File: config.mk
export PLATFORM = sky130hd
export DESIGN_NAME = voice_slot_mixer_with_clipping
export DESIGN_NICKNAME = d
export VERILOG_FILES = /design/src/sv/vsm_pkg.sv /design/src/sv/vsm_front.sv /design/src/sv/vsm_fifo.sv /design/src/sv/vsm_back.sv /design/src/sv/voice_slot_mixer_with_clipping.sv
export SDC_FILE = /design/constraint.sdc
export NUM_CORES = 2
export LEC_CHECK = 0
export BUFFER_PORTS_ARGS = -buffer_cell sky130_fd_sc_hd__buf_2
export CORE_MARGIN = 4
export CORE_UTILIZATION = 36
export CTS_CLUSTER_SIZE = 20
export DETAILED_ROUTE_END_ITERATION = 12
export GPL_TIMING_DRIVEN = 0
export PLACE_DENSITY = 0.5
export SLEW_MARGIN = 25
export SYNTH_ARGS = -nofsm -noshare
export SYNTH_HDL_FRONTEND = slang
export SYNTH_SLANG_ARGS = --single-unit
File: constraint.sdc
create_clock -name i_clk -period 9.35 [get_ports i_clk]
set_input_delay 1.87 -clock i_clk [delete_from_list [all_inputs] [get_ports i_clk]]
set_output_delay 1.87 -clock i_clk [all_outputs]
set_load 0.05 [all_outputs]
File: src/sv/vsm_pkg.sv
`timescale 1ns / 1ps

package vsm_pkg;

    localparam int VOICES       = 16;
    localparam int LENGTH_BITS  = 20;
    localparam int VIDX_W       = (VOICES > 1) ? $clog2(VOICES) : 1;
    localparam int QUEUE_DEPTH  = 2;
    localparam int QPTR_W       = (QUEUE_DEPTH > 1) ? $clog2(QUEUE_DEPTH) : 1;
    localparam int QCNT_W       = $clog2(QUEUE_DEPTH + 1);
    localparam int UNITY_SHIFT  = 7;
    localparam int PROD_W       = 25;

    localparam logic signed [31:0] CLAMP_HI = 32'sh003F_FF80;
    localparam logic signed [31:0] CLAMP_LO = -32'sh003F_FF80;
    localparam logic signed [15:0] OUT_HI   = 16'(CLAMP_HI >>> UNITY_SHIFT);
    localparam logic signed [15:0] OUT_LO   = -16'(CLAMP_HI >>> UNITY_SHIFT);
    localparam logic signed [31:0] ROUND_BIAS = 32'((1 << UNITY_SHIFT) - 1);

    localparam logic CMD_START = 1'b0;
    localparam logic CMD_MIX   = 1'b1;

    localparam logic REPLY_START = 1'b0;
    localparam logic REPLY_MIX   = 1'b1;

    typedef struct packed {
        logic                    kind;
        logic [LENGTH_BITS-1:0]  len_words;
        logic [7:0]              volume;
        logic                    in_range;
        logic [VIDX_W-1:0]       voice;
        logic signed [15:0]      sample;
        logic                    last;
    } t_cmd;

    typedef enum logic [1:0] {
        BK_IDLE,
        BK_ACC,
        BK_EMIT
    } t_back_state;

endpackage

File: src/sv/vsm_front.sv
`timescale 1ns / 1ps

module vsm_front (
    input  logic                i_clk,
    input  logic                i_rst_n,
    input  logic                i_valid,
    output logic                o_ready,
    input  logic                i_command,
    input  logic [20:0]         i_length_bytes,
    input  logic [7:0]          i_volume,
    input  logic [3:0]          i_voice_index,
    input  logic signed [15:0]  i_sample_value,
    input  logic                i_last_in_frame,
    output logic                o_q_valid,
    input  logic                i_q_ready,
    output vsm_pkg::t_cmd       o_q_item
);

    logic           r_valid;
    vsm_pkg::t_cmd  r_item;
    vsm_pkg::t_cmd  n_item;
    logic [31:0]    words_ext;
    logic [31:0]    voice_ext;

    always_comb begin
        words_ext        = 32'(i_length_bytes >> 1);
        voice_ext        = 32'(i_voice_index);
        n_item.kind      = i_command;
        n_item.len_words = words_ext[vsm_pkg::LENGTH_BITS-1:0];
        n_item.volume    = i_volume;
        n_item.in_range  = (voice_ext < 32'(vsm_pkg::VOICES));
        n_item.voice     = voice_ext[vsm_pkg::VIDX_W-1:0];
        n_item.sample    = i_sample_value;
        n_item.last      = i_last_in_frame;
    end

    assign o_ready   = !r_valid || i_q_ready;
    assign o_q_valid = r_valid;
    assign o_q_item  = r_item;

    always_ff @(posedge i_clk) begin
        if (!i_rst_n) begin
            r_valid <= 1'b0;
        end else if (o_ready) begin
            r_valid <= i_valid;
        end
    end

    always_ff @(posedge i_clk) begin
        if (i_valid && o_ready) begin
            r_item <= n_item;
        end
    end

endmodule

File: src/sv/vsm_fifo.sv
`timescale 1ns / 1ps

module vsm_fifo (
    input  logic            i_clk,
    input  logic            i_rst_n,
    input  logic            i_push_valid,
    output logic            o_push_ready,
    input  vsm_pkg::t_cmd   i_push_item,
    output logic            o_pop_valid,
    input  logic            i_pop_ready,
    output vsm_pkg::t_cmd   o_pop_item
);

    vsm_pkg::t_cmd                  r_mem [vsm_pkg::QUEUE_DEPTH];
    logic [vsm_pkg::QPTR_W-1:0]     r_wr_ptr;
    logic [vsm_pkg::QPTR_W-1:0]     r_rd_ptr;
    logic [vsm_pkg::QCNT_W-1:0]     r_count;
    logic                           push;
    logic                           pop;

    assign o_push_ready = (r_count != vsm_pkg::QCNT_W'(vsm_pkg::QUEUE_DEPTH));
    assign o_pop_valid  = (r_count != '0);
    assign o_pop_item   = r_mem[r_rd_ptr];
    assign push         = i_push_valid && o_push_ready;
    assign pop          = o_pop_valid && i_pop_ready;

    function automatic logic [vsm_pkg::QPTR_W-1:0] ptr_inc(input logic [vsm_pkg::QPTR_W-1:0] p);
        if (p == vsm_pkg::QPTR_W'(vsm_pkg::QUEUE_DEPTH - 1)) begin
            return '0;
        end
        return p + 1'b1;
    endfunction

    always_ff @(posedge i_clk) begin
        if (!i_rst_n) begin
            r_wr_ptr <= '0;
            r_rd_ptr <= '0;
            r_count  <= '0;
        end else begin
            if (push) begin
                r_wr_ptr <= ptr_inc(r_wr_ptr);
            end
            if (pop) begin
                r_rd_ptr <= ptr_inc(r_rd_ptr);
            end
            if (push && !pop) begin
                r_count <= r_count + 1'b1;
            end else if (pop && !push) begin
                r_count <= r_count - 1'b1;
            end
        end
    end

    always_ff @(posedge i_clk) begin
        if (push) begin
            r_mem[r_wr_ptr] <= i_push_item;
        end
    end

endmodule

File: src/sv/vsm_back.sv
`timescale 1ns / 1ps

module vsm_back (
    input  logic                i_clk,
    input  logic                i_rst_n,
    input  logic                i_cfg_valid,
    input  logic                i_cfg_data,
    input  logic                i_q_valid,
    output logic                o_q_ready,
    input  vsm_pkg::t_cmd       i_q_item,
    output logic                o_valid,
    input  logic                i_ready,
    output logic                o_reply_kind,
    output logic [3:0]          o_slot,
    output logic                o_accepted,
    output logic signed [15:0]  o_mixed_sample,
    output logic                o_clipped
);

    logic [vsm_pkg::LENGTH_BITS-1:0] r_len  [vsm_pkg::VOICES];
    logic [vsm_pkg::LENGTH_BITS-1:0] r_pos  [vsm_pkg::VOICES];
    logic [7:0]                 r_gain [vsm_pkg::VOICES];
    logic [vsm_pkg::VOICES-1:0] r_busy;
    logic                       r_enable;

    vsm_pkg::t_back_state       r_state;
    vsm_pkg::t_back_state       n_state;
    logic signed [vsm_pkg::PROD_W-1:0] r_prod;
    logic                       r_last;
    logic signed [31:0]         r_acc;

    logic                       r_out_valid;
    logic                       r_out_kind;
    logic [3:0]                 r_out_slot;
    logic                       r_out_acc;
    logic signed [15:0]         r_out_mix;
    logic                       r_out_clip;

    logic                       out_free;
    logic                       do_start;
    logic                       do_mix;
    logic                       do_emit;

    logic                       found;
    logic [vsm_pkg::VIDX_W-1:0] free_idx;
    logic [31:0]                free_ext;
    logic                       active;
    logic [vsm_pkg::LENGTH_BITS-1:0] pos_inc;
    logic signed [vsm_pkg::PROD_W-1:0] prod;

    logic signed [31:0]         biased;
    logic signed [31:0]         quot;
    logic signed [15:0]         emit_mix;
    logic                       emit_clip;

    // lowest free slot
    always_comb begin
        found    = 1'b0;
        free_idx = '0;
        for (int i = vsm_pkg::VOICES - 1; i >= 0; i--) begin
            if (!r_busy[i]) begin
                found    = 1'b1;
                free_idx = vsm_pkg::VIDX_W'(i);
            end
        end
        free_ext = 32'(free_idx);
    end

    always_comb begin
        active  = i_q_item.in_range && r_busy[i_q_item.voice];
        pos_inc = r_pos[i_q_item.voice] + 1'b1;
        prod    = i_q_item.sample * $signed({1'b0, r_gain[i_q_item.voice]});
    end

    // clamp, then divide by unity truncating toward zero
    always_comb begin
        biased    = (r_acc < 0) ? (r_acc + vsm_pkg::ROUND_BIAS) : r_acc;
        quot      = biased >>> vsm_pkg::UNITY_SHIFT;
        emit_clip = 1'b0;
        emit_mix  = quot[15:0];
        if (r_acc > vsm_pkg::CLAMP_HI) begin
            emit_clip = 1'b1;
            emit_mix  = vsm_pkg::OUT_HI;
        end else if (r_acc < vsm_pkg::CLAMP_LO) begin
            emit_clip = 1'b1;
            emit_mix  = vsm_pkg::OUT_LO;
        end
    end

    assign out_free = !r_out_valid || i_ready;

    always_comb begin
        n_state   = r_state;
        o_q_ready = 1'b0;
        do_start  = 1'b0;
        do_mix    = 1'b0;
        do_emit   = 1'b0;
        case (r_state)
            vsm_pkg::BK_IDLE: begin
                if (i_q_valid) begin
                    if (i_q_item.kind == vsm_pkg::CMD_START) begin
                        if (out_free) begin
                            o_q_ready = 1'b1;
                            do_start  = 1'b1;
                        end
                    end else begin
                        o_q_ready = 1'b1;
                        do_mix    = 1'b1;
                        n_state   = vsm_pkg::BK_ACC;
                    end
                end
            end
            vsm_pkg::BK_ACC: begin
                n_state = r_last ? vsm_pkg::BK_EMIT : vsm_pkg::BK_IDLE;
            end
            vsm_pkg::BK_EMIT: begin
                if (out_free) begin
                    do_emit = 1'b1;
                    n_state = vsm_pkg::BK_IDLE;
                end
            end
            default: begin
                n_state = vsm_pkg::BK_IDLE;
            end
        endcase
    end

    always_ff @(posedge i_clk) begin
        if (!i_rst_n) begin
            r_state     <= vsm_pkg::BK_IDLE;
            r_enable    <= 1'b1;
            r_busy      <= '0;
            r_acc       <= '0;
            r_out_valid <= 1'b0;
        end else begin
            r_state <= n_state;
            if (i_cfg_valid) begin
                r_enable <= i_cfg_data;
            end
            if (do_start && r_enable && found) begin
                r_busy[free_idx] <= (i_q_item.len_words != '0);
            end
            if (do_mix && active && (pos_inc == r_len[i_q_item.voice])) begin
                r_busy[i_q_item.voice] <= 1'b0;
            end
            if (r_state == vsm_pkg::BK_ACC) begin
                r_acc <= r_acc + 32'(r_prod);
            end else if (do_emit) begin
                r_acc <= '0;
            end
            if (do_start || do_emit) begin
                r_out_valid <= 1'b1;
            end else if (i_ready) begin
                r_out_valid <= 1'b0;
            end
        end
    end

    always_ff @(posedge i_clk) begin
        if (do_start && r_enable && found) begin
            r_len[free_idx]  <= i_q_item.len_words;
            r_pos[free_idx]  <= '0;
            r_gain[free_idx] <= i_q_item.volume;
        end
        if (do_mix) begin
            r_last <= i_q_item.last;
            r_prod <= active ? prod : '0;
            if (active) begin
                r_pos[i_q_item.voice] <= pos_inc;
            end
        end
        if (do_start) begin
            r_out_kind <= vsm_pkg::REPLY_START;
            r_out_slot <= (r_enable && found) ? free_ext[3:0] : 4'd0;
            r_out_acc  <= r_enable && found;
            r_out_mix  <= '0;
            r_out_clip <= 1'b0;
        end else if (do_emit) begin
            r_out_kind <= vsm_pkg::REPLY_MIX;
            r_out_slot <= 4'd0;
            r_out_acc  <= 1'b0;
            r_out_mix  <= emit_mix;
            r_out_clip <= emit_clip;
        end
    end

    assign o_valid        = r_out_valid;
    assign o_reply_kind   = r_out_kind;
    assign o_slot         = r_out_slot;
    assign o_accepted     = r_out_acc;
    assign o_mixed_sample = r_out_mix;
    assign o_clipped      = r_out_clip;

endmodule

File: src/sv/voice_slot_mixer_with_clipping.sv
`timescale 1ns / 1ps
// Channel   Handshake                  Payload
// input     i_valid / o_ready          i_command .. i_last_in_frame
// output    o_valid / i_ready          o_reply_kind .. o_clipped
// config    i_cfg_valid / o_cfg_ready  i_cfg_data (sound enable)
//
// Start items are served in idle, mix items go on to accumulate, a frame's last
// mix item on to emit (clamp and scale); the back end handles one item at a time.
// Input register plus 2-entry queue decouple acceptance from the back end.
// Synchronous active-low reset; all slots free at once, no clearing pass.
// Output register holds a result while the back end goes on with mix items.

module voice_slot_mixer_with_clipping (
    input  logic                i_clk,
    input  logic                i_rst_n,
    input  logic                i_valid,
    output logic                o_ready,
    input  logic                i_command,
    input  logic [20:0]         i_length_bytes,
    input  logic [7:0]          i_volume,
    input  logic [3:0]          i_voice_index,
    input  logic signed [15:0]  i_sample_value,
    input  logic                i_last_in_frame,
    output logic                o_valid,
    input  logic                i_ready,
    output logic                o_reply_kind,
    output logic [3:0]          o_slot,
    output logic                o_accepted,
    output logic signed [15:0]  o_mixed_sample,
    output logic                o_clipped,
    input  logic                i_cfg_valid,
    output logic                o_cfg_ready,
    input  logic                i_cfg_data
);

    logic           f_valid;
    logic           f_ready;
    vsm_pkg::t_cmd  f_item;
    logic           q_valid;
    logic           q_ready;
    vsm_pkg::t_cmd  q_item;

    assign o_cfg_ready = 1'b1;

    vsm_front u_front (
        .i_clk           (i_clk),
        .i_rst_n         (i_rst_n),
        .i_valid         (i_valid),
        .o_ready         (o_ready),
        .i_command       (i_command),
        .i_length_bytes  (i_length_bytes),
        .i_volume        (i_volume),
        .i_voice_index   (i_voice_index),
        .i_sample_value  (i_sample_value),
        .i_last_in_frame (i_last_in_frame),
        .o_q_valid       (f_valid),
        .i_q_ready       (f_ready),
        .o_q_item        (f_item)
    );

    vsm_fifo u_fifo (
        .i_clk        (i_clk),
        .i_rst_n      (i_rst_n),
        .i_push_valid (f_valid),
        .o_push_ready (f_ready),
        .i_push_item  (f_item),
        .o_pop_valid  (q_valid),
        .i_pop_ready  (q_ready),
        .o_pop_item   (q_item)
    );

    vsm_back u_back (
        .i_clk          (i_clk),
        .i_rst_n        (i_rst_n),
        .i_cfg_valid    (i_cfg_valid),
        .i_cfg_data     (i_cfg_data),
        .i_q_valid      (q_valid),
        .o_q_ready      (q_ready),
        .i_q_item       (q_item),
        .o_valid        (o_valid),
        .i_ready        (i_ready),
        .o_reply_kind   (o_reply_kind),
        .o_slot         (o_slot),
        .o_accepted     (o_accepted),
        .o_mixed_sample (o_mixed_sample),
        .o_clipped      (o_clipped)
    );

endmodule

==> flow_summary_export.csv <==
group,metric,value,unit
outcome,outcome,"completed",
sta,hold_viol,0,
floorplan,core_area,0.129,mm²
global_route,grt_pass1_vias,27812,
synth,ys_seq_area_frac,0.641,
critical_path,crit_path_end_kind,"flip-flop",
clock_tree,cts_root_buf,"clkbuf_16",
critical_path,critPathRequiredTime,9800,ps
critical_path,cp_max_fo,19,
cells_and_area,ff_latch_area,0.0300,mm²
clock_tree,cts-buffers-inserted,109,
synth,synthCells,3128,
clock_tree,ctsHoldBuffers,0,
floorplan,start_util,0.362,
sta,fmaxAchievable,113,MHz
floorplan,rows,132,
detailed_routing,drc_errors,0,
cells_and_area,nets,3652,
critical_path,reg2regPathDepth,31,
global_route,grt.overflow.total,0,
clock_tree,postCtsSetupBuffers,0,
synth,syn_nets,3371,
sta,fin_crit_sh,0.943,
critical_path,ff2ff_setup_slack,530,ps
hold_path,hp-class,"flip-flop to flip-flop",
clock_tree,cts.sinks,1025,
detailed_routing,drt_iter0_markers,2321,
detailed_routing,routed_wl,130,mm
placed_design,gp_congestion,0.820,
synth,synth_flop_cell,"edfxtp_1",
critical_path,max_stage_delay,600,ps
critical_path,critPathKind,"flip-flop to flip-flop",
clock_tree,clk_latency,720,ps
detailed_routing,ant_nets,0,
critical_path,worstPathArrival,9270,ps
cells_and_area,fin_area,0.0544,mm²
global_route,grt_use_total,0.190,
floorplan,ios,83,
synth,synth-seq-cells,1025,
sta,finalSetupTns,0,ps
synth,netlist_area,0.0468,mm²
clock_tree,path_clk_slew,60,ps
synth,ys_types,90,
detailed_routing,firstDrtPassIters,8,
cells_and_area,nFillCells,11696,
cells_and_area,area_growth,16.2,%
clock_tree,cts_buffer_depth,3,
floorplan,die_w,369,µm
placed_design,io_buffers,80,
hold_path,hold_end,"u_fifo.r_mem[0][12]",
sta,tightest_slew,1180,ps
cells_and_area,utilization,0.421,
placed_design,dp.cells,5046,
floorplan,die_height,369,µm
sta,finalSetupViolations,0,
global_route,grt_max_degree,42,
cells_and_area,final_cells,5241,
synth,avgSynthCellArea,15.0,µm²
synth,ys_warn_count,0,
critical_path,r2r-end,"u_back.r_prod[20]",
synth,synthArstFlopShare,0,
sta,slew_headroom,0.206,
global_route,antenna_found_initial,1,
detailed_routing,vias,27736,
critical_path,start_kind,"flip-flop",
cells_and_area,diodes,0,
clock_tree,cts_max_level,3,
detailed_routing,wl_per_cell,24.7,µm
floorplan,die_area,0.136,mm²
hold_path,whs_path_depth,0,
clock_tree,cts_tree,"done",
global_route,grt_pass1_wl,192,mm
sta,drv_slew,0,
sta,grt_setup_unrepaired,"false",
flow_run,max-cap-violations,0,
cells_and_area,multi_input_area,0.0157,mm²
detailed_routing,routed_via_density,5.29,
placed_design,placed_area,0.0510,mm²
sta,fin_worst_skew,30.4,ps
hold_path,min_from,"u_front.o_q_item[12]",
critical_path,crit_top_cell,"a21oi_1",
cells_and_area,drive_above_1_share,0.196,
critical_path,critPathSlowestCell,"clkdlybuf4s15_2",
placed_design,hpwl,91.5,mm
sta,period_minus_slack,8820,ps
synth,synth_edf_count,949,
## per-stage QoR
step	setup slack, ps	hold slack (ps)
floorplan	1860	421
global placement	-1650	422
detailed placement	-637	431
CTS	20.4	429
global route	7.98	428
finish	531	429
## sequential cells by signal, indices dropped and copies added (netlist names), 4 cells and up, named ones only
name	cells
u_back.o_mixed_sample	16
u_back.o_slot	4
u_back.r_acc	32
u_back.r_busy	16
u_back.r_gain	128
u_back.r_len	320
u_back.r_pos	320
u_back.r_prod	25
u_fifo.r_mem	100
u_front.o_q_item	50
## synthesized netlist by cell type, drive strengths merged (12+ instances only)
cell type  number  area [µm²]
nand4          13         118
dfxtp          76        1520
and2           45         282
ha             83        1040
nor2b          25         156
and3           23         144
nand2b         12        75.1
edfxtp        949       28500
nor3           82         410
or3            12        80.1
mux2i          21         210
a21boi         31         236
nand2         197         742
clkbuf         64         243
nand3          78         395
o22ai          58         363
mux4          128        2920
fa            103        2060
a21oi         141         709
xor2           32         280
a21o          153        1150
a41oi          35         307
a22oi          15         126
buf            85         526
a211oi         14         110
mux2           50         571
nor4           48         524
o21ai          60         300
xnor2          51         447
nor2          160         603
inv           172         646
## placed cells by master (no fill, tap or decap), types with 55 or more instances in the layout
master | Yosys | routed
a21o_1 | 153 | 153
dfxtp_1 | 76 | 76
inv_1 | 170 | 170
mux4_2 | 117 | 117
fa_1 | 103 | 103
a21oi_1 | 140 | 138
edfxtp_1 | 949 | 949
ha_1 | 83 | 83
buf_2 | 46 | 130
o21ai_0 | 60 | 60
nor2_1 | 159 | 134
clkbuf_1 | 62 | 83
nor3_1 | 82 | 66
buf_4 | 21 | 72
clkbuf_16 | 0 | 111
o22ai_1 | 58 | 55
nand3_1 | 77 | 77
nand2_1 | 196 | 196
## layer usage
layer,vias up,part of all wire,GRT usage
met5,-,0,0
met4,0,0.021,0.0430
met3,175,0.049,0.0276
met2,753,0.45,0.296
met1,14283,0.48,0.283
li1,12525,-,-
## what timing repair did
action                     4_1_cts  5_1_grt
hold endpoints to repair         0        0
cloned                           0        0
resized for setup               13       12
pin swaps                        0        0
setup endpoints to repair       11       10
## logic make-up after synthesis
logic type,Yosys count,synth area share
flops,1025,0.641
simple gates,730,0.0815
compound gates,577,0.0837
buf+inv,321,0.0302
mux,199,0.0791
fa+ha+maj,186,0.0662
xor+xnor,89,0.0185
other cells,1,0.0000801
## cell type report
class,instances,area share
clock inverter,52,0.00763
sequential,1025,0.551
timing repair buffer,176,0.0310
inverter,172,0.0119
clock buffer,149,0.0546
buffer,143,0.0144
multi-input combinational,1782,0.289
tap,1742,0.0400
## worst max path at each step
stage               slack (ps)              endpoint           startpoint  cells after the start
finish                     530     u_back.r_prod[20]            flip-flop                     31
global route                 8     u_back.r_prod[20]            flip-flop                     31
CTS                         20     u_back.r_prod[23]            flip-flop                     28
detailed placement        -640     u_back.r_prod[23]            flip-flop                     26
global placement         -1650  u_back.r_pos[14][16]            flip-flop                      8
floorplan                 1860     u_back.r_prod[20]  u_fifo.r_mem[1][17]                     28
## worst max-delay path: cells and delay by family (launching register included)
| kind | cells | cell delay [ps] |
|---|---|---|
| adder cells (fa/ha/maj) | 6 | 2210 |
| AND/OR/NAND/NOR | 5 | 1060 |
| AO/OA/AOI/OAI | 10 | 2130 |
| flip-flops | 1 | 430 |
| buffers and inverters | 9 | 2470 |
| XOR/XNOR | 1 | 190 |
Power is not shown: default switching activity piles up to over one toggle a cycle in this logic, so the estimate is an artifact.
